### config.mk
export PLATFORM = sky130hd
export DESIGN_NAME = fixed_point_dot_product_mac
export DESIGN_NICKNAME = d
export VERILOG_FILES = /design/src/rtl/fpdp_pkg.sv /design/src/rtl/fpdp_cfg_regs.sv /design/src/rtl/fpdp_mac_step.sv /design/src/rtl/fixed_point_dot_product_mac.sv
export SDC_FILE = /design/constraint.sdc
export NUM_CORES = 1
export LEC_CHECK = 0
export BUFFER_PORTS_ARGS = -buffer_cell sky130_fd_sc_hd__buf_2
export CAP_MARGIN = 20
export CORE_MARGIN = 2
export CORE_UTILIZATION = 58
export CTS_BUF_LIST = sky130_fd_sc_hd__clkbuf_8
export CTS_CLUSTER_DIAMETER = 80
export DETAILED_ROUTE_END_ITERATION = 6
export PLACE_DENSITY = 0.8
export RECOVER_POWER = 100
export SLEW_MARGIN = 25
export SYNTH_ARGS = -nofsm -noshare
export SYNTH_HDL_FRONTEND = slang
export SYNTH_HIERARCHICAL = 1
export SYNTH_SLANG_ARGS = --single-unit
### constraint.sdc
create_clock -name clk_i -period 9.6 [get_ports clk_i]
set_clock_uncertainty 0.1 [all_clocks]
set_input_delay 0.96 -clock clk_i [delete_from_list [all_inputs] [get_ports clk_i]]
set_output_delay 0.96 -clock clk_i [all_outputs]
set_load 0.02 [all_outputs]
### src/rtl/fpdp_pkg.sv
// Package for the Q15 multiply-accumulate block: register indexes, widths,
// clamp limits and the control structs shared by the modules.
// No dependencies.
`default_nettype none

package fpdp_pkg;

  // Field widths
  localparam int unsigned SampleW = 16;
  localparam int unsigned AccW    = 32;
  localparam int unsigned CfgIdxW = 2;
  localparam int unsigned CfgDatW = 32;

  // Register indexes on the configuration port
  typedef enum logic [CfgIdxW-1:0] {
    REG_SUBTRACT = 2'd0,
    REG_SATURATE = 2'd1,
    REG_KEEP_HALF = 2'd2,
    REG_UNUSED   = 2'd3
  } cfg_reg_e;

  // Saturation limits of the 31-bit range
  localparam logic [AccW-1:0] AccMax31 = 32'h3FFF_FFFF;
  localparam logic [AccW-1:0] AccMin31 = 32'hC000_0000;

  // Mode bits seen by the datapath
  typedef struct packed {
    logic subtract_mode;
    logic saturate_mode;
    logic keep_half;
  } cfg_t;

  // One captured input word
  typedef struct packed {
    logic signed [SampleW-1:0] sample_a;
    logic signed [SampleW-1:0] sample_b;
    logic                      has_product;
    logic signed [AccW-1:0]    initial_acc;
    logic                      first;
    logic                      last;
  } item_t;

endpackage : fpdp_pkg

`default_nettype wire

### src/rtl/fpdp_cfg_regs.sv
// Mode register file for the Q15 multiply-accumulate block.
// Depends on fpdp_pkg.
`default_nettype none

module fpdp_cfg_regs (
  input  wire logic                           clk_i,
  input  wire logic                           rst_ni,
  input  wire logic                           cfg_valid_i,
  output logic                                cfg_ready_o,
  input  wire logic [fpdp_pkg::CfgIdxW-1:0]   cfg_index_i,
  input  wire logic [fpdp_pkg::CfgDatW-1:0]   cfg_data_i,
  output fpdp_pkg::cfg_t                      cfg_o
);
  import fpdp_pkg::*;

  cfg_t     cfg_q, cfg_d;
  cfg_reg_e idx;

  // writes are always taken
  assign cfg_ready_o = 1'b1;
  assign idx         = cfg_reg_e'(cfg_index_i);

  // decode one register write per word
  always_comb begin
    cfg_d = cfg_q;
    if (cfg_valid_i) begin
      case (idx)
        REG_SUBTRACT:  cfg_d.subtract_mode = cfg_data_i[0];
        REG_SATURATE:  cfg_d.saturate_mode = cfg_data_i[0];
        REG_KEEP_HALF: cfg_d.keep_half     = cfg_data_i[0];
        default: ; // unmapped index, ignored
      endcase
    end
  end

  always_ff @(posedge clk_i or negedge rst_ni) begin
    if (!rst_ni) begin
      cfg_q <= '0;
    end else begin
      cfg_q <= cfg_d;
    end
  end

  assign cfg_o = cfg_q;

endmodule : fpdp_cfg_regs

`default_nettype wire

### src/rtl/fpdp_mac_step.sv
// One accumulate step: load, 16x16 multiply, add or subtract, clamp,
// and the final doubling for the result word unless keep_half is set. Purely combinational.
// Depends on fpdp_pkg.
`default_nettype none

module fpdp_mac_step (
  input  wire fpdp_pkg::item_t             item_i,
  input  wire fpdp_pkg::cfg_t              cfg_i,
  input  wire logic [fpdp_pkg::AccW-1:0]   acc_i,
  output logic [fpdp_pkg::AccW-1:0]        acc_o,
  output logic [fpdp_pkg::AccW-1:0]        result_o
);
  import fpdp_pkg::*;

  logic        [AccW-1:0] base;
  logic signed [AccW-1:0] prod;
  logic        [AccW-1:0] sum;
  logic                   over_hi, over_lo;

  // start of run loads initial value halved (arithmetic shift)
  assign base = item_i.first ? {item_i.initial_acc[AccW-1], item_i.initial_acc[AccW-1:1]}
                             : acc_i;

  // full product always fits in 32 bits
  assign prod = AccW'(item_i.sample_a) * AccW'(item_i.sample_b);

  // wrapping add or subtract
  assign sum = cfg_i.subtract_mode ? (base - AccW'(prod)) : (base + AccW'(prod));

  // outside the 31-bit range when the top two bits differ
  assign over_hi = !sum[AccW-1] &&  sum[AccW-2];
  assign over_lo =  sum[AccW-1] && !sum[AccW-2];

  always_comb begin
    acc_o = base;
    if (item_i.has_product) begin
      acc_o = sum;
      if (cfg_i.saturate_mode && over_hi) begin
        acc_o = AccMax31;
      end else if (cfg_i.saturate_mode && over_lo) begin
        acc_o = AccMin31;
      end
    end
  end

  // doubling drops the top bit
  assign result_o = cfg_i.keep_half ? acc_o : {acc_o[AccW-2:0], 1'b0};

endmodule : fpdp_mac_step

`default_nettype wire

### src/rtl/fixed_point_dot_product_mac.sv
// Top level of the streaming Q15 multiply-accumulate block: input register,
// accumulator, output register and handshakes.
// Depends on fpdp_pkg, fpdp_cfg_regs and fpdp_mac_step.
`default_nettype none

// Channel   Direction  Handshake               Words
// in        sink       in_valid_i / in_stall_o  sample pair, flags, initial_acc
// out       source     out_valid_o / out_stall_i  result
// cfg       sink       cfg_valid_i / cfg_ready_o  register index, data
//
// One word per cycle sustained unless a stalled result holds back a last word.
// A word is held in the input register, then the multiply-add-clamp updates
// the accumulator; a last word also writes its result to the output register.
// Reset clears the modes, the accumulator and both valid flags.
// A stalled result only holds back a last word; other words keep flowing.

module fixed_point_dot_product_mac (
  input  wire logic                                clk_i,
  input  wire logic                                rst_ni,
  // input words
  input  wire logic                                in_valid_i,
  output logic                                     in_stall_o,
  input  wire logic signed [fpdp_pkg::SampleW-1:0] sample_a_i,
  input  wire logic signed [fpdp_pkg::SampleW-1:0] sample_b_i,
  input  wire logic                                has_product_i,
  input  wire logic signed [fpdp_pkg::AccW-1:0]    initial_acc_i,
  input  wire logic                                first_i,
  input  wire logic                                last_i,
  // result words
  output logic                                     out_valid_o,
  input  wire logic                                out_stall_i,
  output logic signed [fpdp_pkg::AccW-1:0]         result_o,
  // configuration writes
  input  wire logic                                cfg_valid_i,
  output logic                                     cfg_ready_o,
  input  wire logic [fpdp_pkg::CfgIdxW-1:0]        cfg_index_i,
  input  wire logic [fpdp_pkg::CfgDatW-1:0]        cfg_data_i
);
  import fpdp_pkg::*;

  cfg_t            cfg;
  item_t           item_q;
  logic            item_vld_q, item_vld_d;
  logic [AccW-1:0] acc_q, acc_d;
  logic [AccW-1:0] res_q, res_d;
  logic            out_vld_q, out_vld_d;
  logic [AccW-1:0] step_acc, step_res;
  logic            in_take, advance;

  fpdp_cfg_regs u_cfg (
    .clk_i       (clk_i),
    .rst_ni      (rst_ni),
    .cfg_valid_i (cfg_valid_i),
    .cfg_ready_o (cfg_ready_o),
    .cfg_index_i (cfg_index_i),
    .cfg_data_i  (cfg_data_i),
    .cfg_o       (cfg)
  );

  fpdp_mac_step u_step (
    .item_i   (item_q),
    .cfg_i    (cfg),
    .acc_i    (acc_q),
    .acc_o    (step_acc),
    .result_o (step_res)
  );

  // a held word moves on unless it needs the output slot and that is blocked
  assign advance    = item_vld_q && (!item_q.last || !out_vld_q || !out_stall_i);
  assign in_stall_o = item_vld_q && !advance;
  assign in_take    = in_valid_i && !in_stall_o;

  // input register valid
  always_comb begin
    item_vld_d = item_vld_q;
    if (in_take) begin
      item_vld_d = 1'b1;
    end else if (advance) begin
      item_vld_d = 1'b0;
    end
  end

  // accumulator
  assign acc_d = advance ? step_acc : acc_q;

  // output register
  always_comb begin
    out_vld_d = out_vld_q;
    res_d     = res_q;
    if (advance && item_q.last) begin
      out_vld_d = 1'b1;
      res_d     = step_res;
    end else if (!out_stall_i) begin
      out_vld_d = 1'b0;
    end
  end

  // control state
  always_ff @(posedge clk_i or negedge rst_ni) begin
    if (!rst_ni) begin
      item_vld_q <= 1'b0;
      out_vld_q  <= 1'b0;
      acc_q      <= '0;
    end else begin
      item_vld_q <= item_vld_d;
      out_vld_q  <= out_vld_d;
      acc_q      <= acc_d;
    end
  end

  // payload registers
  always_ff @(posedge clk_i) begin
    if (in_take) begin
      item_q.sample_a    <= sample_a_i;
      item_q.sample_b    <= sample_b_i;
      item_q.has_product <= has_product_i;
      item_q.initial_acc <= initial_acc_i;
      item_q.first       <= first_i;
      item_q.last        <= last_i;
    end
    res_q <= res_d;
  end

  assign out_valid_o = out_vld_q;
  assign result_o    = res_q;

endmodule : fixed_point_dot_product_mac

`default_nettype wire
==> impl_metrics.json, run 1 <==
{
  "fill_cells": 2439,
  "finalSetupViolCount": 45,
  "maxCapViolations": 1,
  "violations": "capacitance limit, slew limit, setup timing",
  "layout_setup_ws_ps": -176,
  "grt_pass1_vias": 16924,
  "syn2layout_area_growth_pct": 17.7,
  "netlist_area_sq_mm": 0.0194,
  "ant_nets": 0,
  "start_util_pct": 58.4,
  "path_class": "flop to flop",
  "stdcell_count": 2786,
  "fmax_ghz": 0.102,
  "slew_headroom_pct": -52.3,
  "cp_slowest_stage_delay_ps": 570,
  "die_h_um": 187,
  "clk_path_buf_depth": 2,
  "ctsHtreeMaxLevel": 4,
  "cts_buffers": 17,
  "cts.sink_count": 135,
  "finalMaxSlewViolations": 38,
  "synth.avg_cell_area_sq_um": 9.34,
  "root_buffer": "clkbuf_8",
  "portBuffers": 107,
  "rsz0062_at_grt": "yes",
  "critPathMaxFanout": 19,
  "holdWs_ps": 428,
  "vias": 16483,
  "critPathSlowestCell": "fa_2",
  "dpl_worst_slack_ps": -255,
  "postLayoutCoreUtil_pct": 68.7,
  "cp-end-kind": "flop",
  "first_pass_iters": 6,
  "cts.clk_slew.worst_paths_ps": 120,
  "antenna_found_initial": 0,
  "hold_viol_final": 0,
  "postSynthCellCount": 2081,
  "core-area_sq_mm": 0.0333,
  "placed_cells": 2705,
  "gp_congestion": 0.911,
  "dp_hpwl_mm": 37.8,
  "postCtsHoldBufs": 0,
  "grtUsageTotal_pct": 28.9,
  "die_w_um": 187,
  "diodes": 0,
  "tightest_slew_ps": 2280,
  "required_ps": 9910,
  "wl_mm": 51.9,
  "yosysWarningCount": 6,
  "start_kind": "flop",
  "hold_path_class": "flop to flop",
  "fp.dieArea_sq_mm": 0.0350,
  "critical_path.most_common_cell": "buf_4",
  "grt_start_max_net_pins": 74,
  "layout.nets": 2808,
  "cpLargestDelayFamily": "adder cells",
  "grt_overflow_total": 0,
  "status": "finished with violations",
  "drc_errors": 0,
  "wl_per_cell_um": 18.6,
  "routed_via_density": 5.92,
  "reg2reg_slack_ps": -180,
  "clock_latency_ps": 510,
  "io_pins": 141,
  "syn-num-nets": 2564,
  "fin_crit_sh_pct": 102,
  "fin_crit_ps": 9780,
  "crit_buf_inv": 10,
  "dr.first_iter.drc_count": 1618,
  "arrival_ps": 10080,
  "drive_gt1_share_pct": 23.3,
  "grt_pass1_wl_mm": 81.4,
  "cts_tree": "built",
  "rows": 67
}
==> metal layers <==
metal  track usage, %  up-vias  wire [um]
li1                 -     7339          -
met1             36.6     8179      20300
met2             50.5      779      25800
met3             4.00      186       3840
met4             10.6        0       1960
met5                0        -          0
==> flip-flops by register name (all words and copies together), names as in the netlist <==
name / flops
item_q: 66
result_o: 32
item_vld_q: 1
out_valid_o: 1
u_cfg/cfg_o: 3
acc_q: 32
==> cell usage in the layout (no fill, tap or decap), types with 20 or more instances in the layout <==
master / instances
inv_1: 313
edfxtp_1: 98
nand2_1: 217
a21o_1: 32
xnor2_1: 60
ha_1: 105
nand2b_1: 54
a21oi_2: 25
nor2_1: 108
and2_1: 122
a21oi_1: 73
fa_1: 257
o211ai_2: 30
a31oi_1: 20
buf_2: 79
buf_4: 189
clkbuf_1: 28
mux2_2: 34
o21ai_0: 37
dfrtp_1: 36
nand4_1: 37
xor2_1: 23
==> path summary, 6_finish.rpt <==
path                             from              to  cells past startpoint
hold / removal              acc_q[25]       acc_q[25]                      2
setup reg to reg           item_q[38]       acc_q[10]                     41
hold reg to reg             acc_q[25]       acc_q[25]                      2
max in group asynchronous      rst_ni  u_cfg/cfg_o[0]                      1
min in group asynchronous      rst_ni        acc_q[0]                      1
setup / recovery           item_q[38]       acc_q[10]                     41
==> worst min-delay path, stage by stage, from the launching register on <==
cell and delay (ps):
dfrtp_1 370, nand2b_1 70, o211ai_2 60
==> area by class of cell <==
cell class                 count  area, sq um  area share [%]
multi-input combinational   1530        14500            63.6
inverter                     319         1200            5.23
sequential                   135         3870            16.9
clock inverter                15          130           0.569
clock buffer                  17          234            1.02
tap                          448          561            2.45
timing repair buffer         322         2340            10.3
==> what timing repair did <==
item,in CTS,in global routing
pin swaps,4,69
gates cloned,0,5
endpoints found under the setup margin,53,64
setup buffers,8,35
resized for setup,11,135
==> per-stage QoR <==
step	cell area (sq um)	setup TNS [ps]
floorplan	19400	0
global placement	21400	-782
detailed placement	21400	-5930
CTS	21900	0
global route	22900	-22230
finish	22900	-3750
Power of run 1 is not shown: default switching activity piles up to over one toggle a cycle in this logic, so the estimate is an artifact.
==> inputs of run 2 (changes only) <==
Settings changed: BUFFER_PORTS_ARGS -buffer_cell sky130_fd_sc_hd__buf_2 to default, CORE_MARGIN 2 to default, CORE_UTILIZATION 58 to 61, DONT_BUFFER_PORTS from default to 1.
==> run 2 against run 1 <==
Net effect:
- the flow finishes with violations (DRC, setup timing)
- first-iteration DRC count is 14% higher
- global-route usage is 2.3 points higher
- design area is 0.67% higher
- final cell count is 4.2% lower
- non-clock buffer count is 64 lower
- critical path depth is 1 lower
- worst hold slack worse by 380 ps
- die area is 6.9% lower
- highest routed layer unchanged
- wire length is 3.0% higher
- via count is 0.18% lower
- core utilization is 5.6 points higher
==> impl_metrics.json, run 2 (synthesized netlist as in run 1, its figures left out) <==
{
  "required_ps": 9720,
  "cpLargestDelayFamily": "adder cells",
  "cp-end-kind": "flop",
  "first_pass_iters": 7,
  "worstSetupStartpoint": "item_q[38]",
  "grt_pass1_wl_mm": 80.4,
  "root_buffer": "clkbuf_8",
  "routed_via_density": 6.16,
  "diodes": 0,
  "io_pins": 141,
  "postLayoutCoreUtil_pct": 74.3,
  "cts.sink_count": 135,
  "die_h_um": 180,
  "wl_per_cell_um": 20.0,
  "layout_setup_ws_ps": -176,
  "fin_crit_sh_pct": 102,
  "clock_latency_ps": 520,
  "syn2layout_area_growth_pct": 18.5,
  "dr.first_iter.drc_count": 1844,
  "grt_overflow_total": 0,
  "path_class": "flop to flop",
  "cp_slowest_stage_delay_ps": 540,
  "fill_cells": 1999,
  "crit_buf_inv": 12,
  "fmax_ghz": 0.102,
  "dp_hpwl_mm": 37.3,
  "cp_num_cells": 40,
  "finalSetupViolCount": 46,
  "critPathSlowestCell": "fa_1",
  "rsz0062_at_grt": "yes",
  "largest_reg_flops": 66,
  "grt_pass1_vias": 16545,
  "cts.clk_slew.worst_paths_ps": 120,
  "critPathMaxFanout": 7,
  "antenna_found_initial": 0,
  "hold_viol_final": 0,
  "maxCapViolations": 0,
  "core-area_sq_mm": 0.0310,
  "cts_buffers": 17,
  "endpoint": "result_o[29]",
  "grtUsageTotal_pct": 31.1,
  "rows": 64,
  "ctsHtreeMaxLevel": 4,
  "arrival_ps": 9900,
  "ff2ff_path_depth": 40,
  "ant_nets": 0,
  "violations": "DRC, setup timing",
  "layout.cells.most_common": "inv_1",
  "status": "finished with violations",
  "start_kind": "flop",
  "reg2reg_slack_ps": -180,
  "die_w_um": 180,
  "top_register": "item_q",
  "grt_start_max_net_pins": 74,
  "holdWs_ps": 48.9,
  "fin_crit_ps": 9780,
  "reg2reg_from": "item_q[38]",
  "r2r_end": "result_o[29]",
  "clk_path_buf_depth": 2,
  "final_cell_mix": "inv_1 (307), fa_1 (252), buf_4 (209)",
  "wl_mm": 53.5,
  "cts_tree": "built",
  "drc_errors": 9,
  "drive_gt1_share_pct": 25.0,
  "hold_path_class": "primary input to async pin",
  "start_util_pct": 62.7,
  "gp_congestion": 0.914,
  "fp.dieArea_sq_mm": 0.0326,
  "layout.nets": 2744,
  "finalMaxSlewViolations": 0,
  "tightest_slew_ps": 1170,
  "slew_headroom_pct": 21.4,
  "portBuffers": 0,
  "vias": 16454
}
run 2: cell types whose count changed in the layout (fill, tap and decap cells not counted), sizes merged:
cell,before,now
clkinv,8,7
inv,323,322
dlygate4sd3,0,1
clkinvlp,2,4
buf,290,251
clkbuf,49,23
run 2: per-layer routing:
metal  global-route usage, %  vias to the layer above  part of all wire [%]
met5                       0                        -                     0
met4                    12.0                        0                   4.1
met3                    5.44                      214                   8.4
met2                    53.9                      896                    50
met1                    38.9                     8126                    38
li1                        -                     7218                     -
run 2: layout make-up:
type                       count  area, sq um  share of cell area, %
timing repair buffer         258         2340                   10.2
inverter                     319         1200                   5.20
tap                          396          495                   2.15
clock buffer                  17          234                   1.02
sequential                   135         3870                   16.8
multi-input combinational   1530        14800                   64.1
clock inverter                15          129                  0.560
run 2: worst reg2reg max path: cells and delay by family (launching register included):
kind / cells / cell delay (ps)
flops: 1 / 530
fa+ha+maj: 8 / 3560
buf+inv: 12 / 1560
simple gates: 8 / 1650
xor+xnor: 1 / 150
compound gates: 11 / 1940
run 2: metrics by stage:
stage	setup slack [ps]	std cells	setup TNS [ps]	cell area, sq um
6_report	-176	2670	-3330	23000
5_1_grt	-416	2670	-19100	23000
4_1_cts	1.63	2622	0	21800
3_5_place_dp	-323	2568	-12460	21000
3_3_place_gp	-106	2568	-1820	21000
2_1_floorplan	145	2081	0	19400
run 2: how the worst min path moves through the flow:
stage | startpoint | to | cells past startpoint
after floorplan | u_cfg/cfg_o[0] | u_cfg/cfg_o[0] | 1
after global placement | acc_q[26] | acc_q[26] | 2
after detailed placement | acc_q[12] | acc_q[12] | 2
after CTS | rst_ni | acc_q[10] | 0
after global routing | rst_ni | acc_q[1] | 0
final | rst_ni | acc_q[16] | 0
run 2: repair_timing:
action	CTS	global route
pin swaps	37	72
buffers inserted	20	36
gates resized for setup	59	172
hold endpoints to repair	1	0
gates cloned	2	11
endpoints found under the setup margin	62	64
hold buffers	1	0
Power of run 2 is left out for the same reason.
==> inputs of run 3 (changes only) <==
Settings changed: SETUP_SLACK_MARGIN from default to 0.5.
==> run 3 against run 2 <==
Net effect:
- the flow finishes with violations (setup timing)
- die area did not move
- register-to-register slack gained 170 ps
- fmax rose by 1.8%
- critical path depth is 2 lower
- core utilization down 1.5 points
- largest cell class unchanged
==> impl_metrics.json, run 3 (synthesized netlist as in run 1, its figures left out) <==
{
  "grt_pass1_vias": 16588,
  "cts.clk_slew.worst_paths_ps": 90,
  "ff2ff_path_depth": 38,
  "hold_viol_final": 0,
  "dpl_worst_slack_ps": -222,
  "clock_latency_ps": 490,
  "diodes": 0,
  "layout.cells.most_common": "inv_1",
  "fin_crit_ps": 9610,
  "routed_via_density": 6.06,
  "postCtsHoldBufs": 0,
  "start_util_pct": 62.7,
  "drive_gt1_share_pct": 22.6,
  "wl_per_cell_um": 19.1,
  "hold_path_class": "primary input to async pin",
  "io_pins": 141,
  "gp_congestion": 0.891,
  "dr.first_iter.drc_count": 1384,
  "critPathSlowestCell": "fa_1",
  "final_cell_mix": "inv_1 (313), fa_1 (251), nand2_1 (214)",
  "route.met2.wl_mm": 25.0,
  "r2r_end": "result_o[3]",
  "reg2reg_from": "item_q[61]",
  "fmax_ghz": 0.104,
  "die_w_um": 180,
  "critical_path.most_common_cell": "buf_6",
  "layout.nets": 2709,
  "worstSetupStartpoint": "item_q[61]",
  "layout_setup_ws_ps": -7.17,
  "grtUsageTotal_pct": 31.6,
  "finalMaxSlewViolations": 0,
  "reg2reg_slack_ps": -7,
  "cts.sink_count": 135,
  "fin_crit_sh_pct": 100,
  "maxCapViolations": 0,
  "topRoutingLayerUsed": "met4",
  "fill_cells": 2112,
  "cts_buffers": 17,
  "core-area_sq_mm": 0.0310,
  "grt_start_max_net_pins": 74,
  "tightest_slew_ps": 1090,
  "postLayoutCoreUtil_pct": 72.8,
  "violations": "setup timing",
  "status": "finished with violations",
  "ctsHtreeMaxLevel": 4,
  "required_ps": 9730,
  "dp_hpwl_mm": 36.8,
  "drc_errors": 0,
  "die_h_um": 180,
  "rsz0062_at_grt": "yes",
  "first_pass_iters": 5,
  "grt_overflow_total": 0,
  "root_buffer": "clkbuf_8",
  "largest_reg_flops": 66,
  "top_register": "item_q",
  "clk_path_buf_depth": 2,
  "start_kind": "flop",
  "wl_mm": 50.3,
  "path_class": "flop to flop",
  "cp_slowest_stage_delay_ps": 580,
  "finalSetupViolCount": 1,
  "cts_tree": "built",
  "rows": 64,
  "vias": 15970,
  "detail_route.wirelength.met1_mm": 20.1,
  "cp-end-kind": "flop",
  "grt_pass1_wl_mm": 81.7,
  "arrival_ps": 9730,
  "antenna_found_initial": 0,
  "ant_nets": 0,
  "critPathMaxFanout": 7,
  "portBuffers": 0,
  "wl_met3_mm": 3.56,
  "syn2layout_area_growth_pct": 16.1,
  "slew_headroom_pct": 26.8,
  "fp.dieArea_sq_mm": 0.0326
}
## run 3: changes by cell type in the layout (fill, tap and decap cells not counted), sizes merged
| cell | delta |
|---|---|
| buf | -30 |
| clkbuf | -4 |
| clkinv | -1 |
| clkinvlp | -1 |
| dlygate4sd3 | -1 |
| inv | +2 |
## run 3: through the flow
| stage | cell area [sq um] | setup TNS, ps | hold slack (ps) | instances |
|---|---|---|---|---|
| floorplan | 19600 | 0 | 362 | 2081 |
| global route | 22600 | -14090 | 25.1 | 2635 |
| finish | 22600 | -7.17 | 58.9 | 2635 |
| detailed placement | 20700 | -2810 | 405 | 2520 |
| global placement | 20700 | -244 | 395 | 2520 |
| CTS | 22100 | 0 | 23.3 | 2611 |
## run 3: metal layers
metal	vias up	global-route usage [%]
met1	7937	40.7
met3	141	5.07
met5	-	0
met2	729	54.0
met4	0	11.2
li1	7163	-
## run 3: repair_timing
| item | CTS | global route |
|---|---|---|
| hold endpoints to repair | 0 | 0 |
| cloned | 2 | 2 |
| pin swaps | 60 | 42 |
| endpoints found under the setup margin | 64 | 64 |
| resized for setup | 120 | 67 |
| setup buffers | 57 | 21 |
## run 3: cell type report
type                    instances  area (sq um)  share of cell area, %
clock buffers                  17           234                   1.04
clock inverters                15           118                  0.521
inverters                     319          1200                   5.32
multi-input cells            1530         14700                   65.1
flip-flops and latches        135          3870                   17.1
well taps                     396           495                   2.20
repair buffers                223          1960                   8.69
## run 3: worst max-delay path by stage
stage,end,cells after the start
2_1_floorplan,acc_q[16],40
3_3_place_gp,result_o[27],34
3_5_place_dp,result_o[3],35
4_1_cts,acc_q[15],38
5_1_grt,result_o[3],38
6_report,result_o[3],38
## run 3: worst max-delay path, delay by kind of cell, from the launching register on
family | cells | cell delay, ps
AO/OA/AOI/OAI | 8 | 1410
AND/OR/NAND/NOR | 10 | 2070
buffers and inverters | 10 | 1220
adder cells (fa/ha/maj) | 8 | 3610
flip-flops | 1 | 550
XOR/XNOR | 2 | 370
Power of run 3 is left out for the same reason.
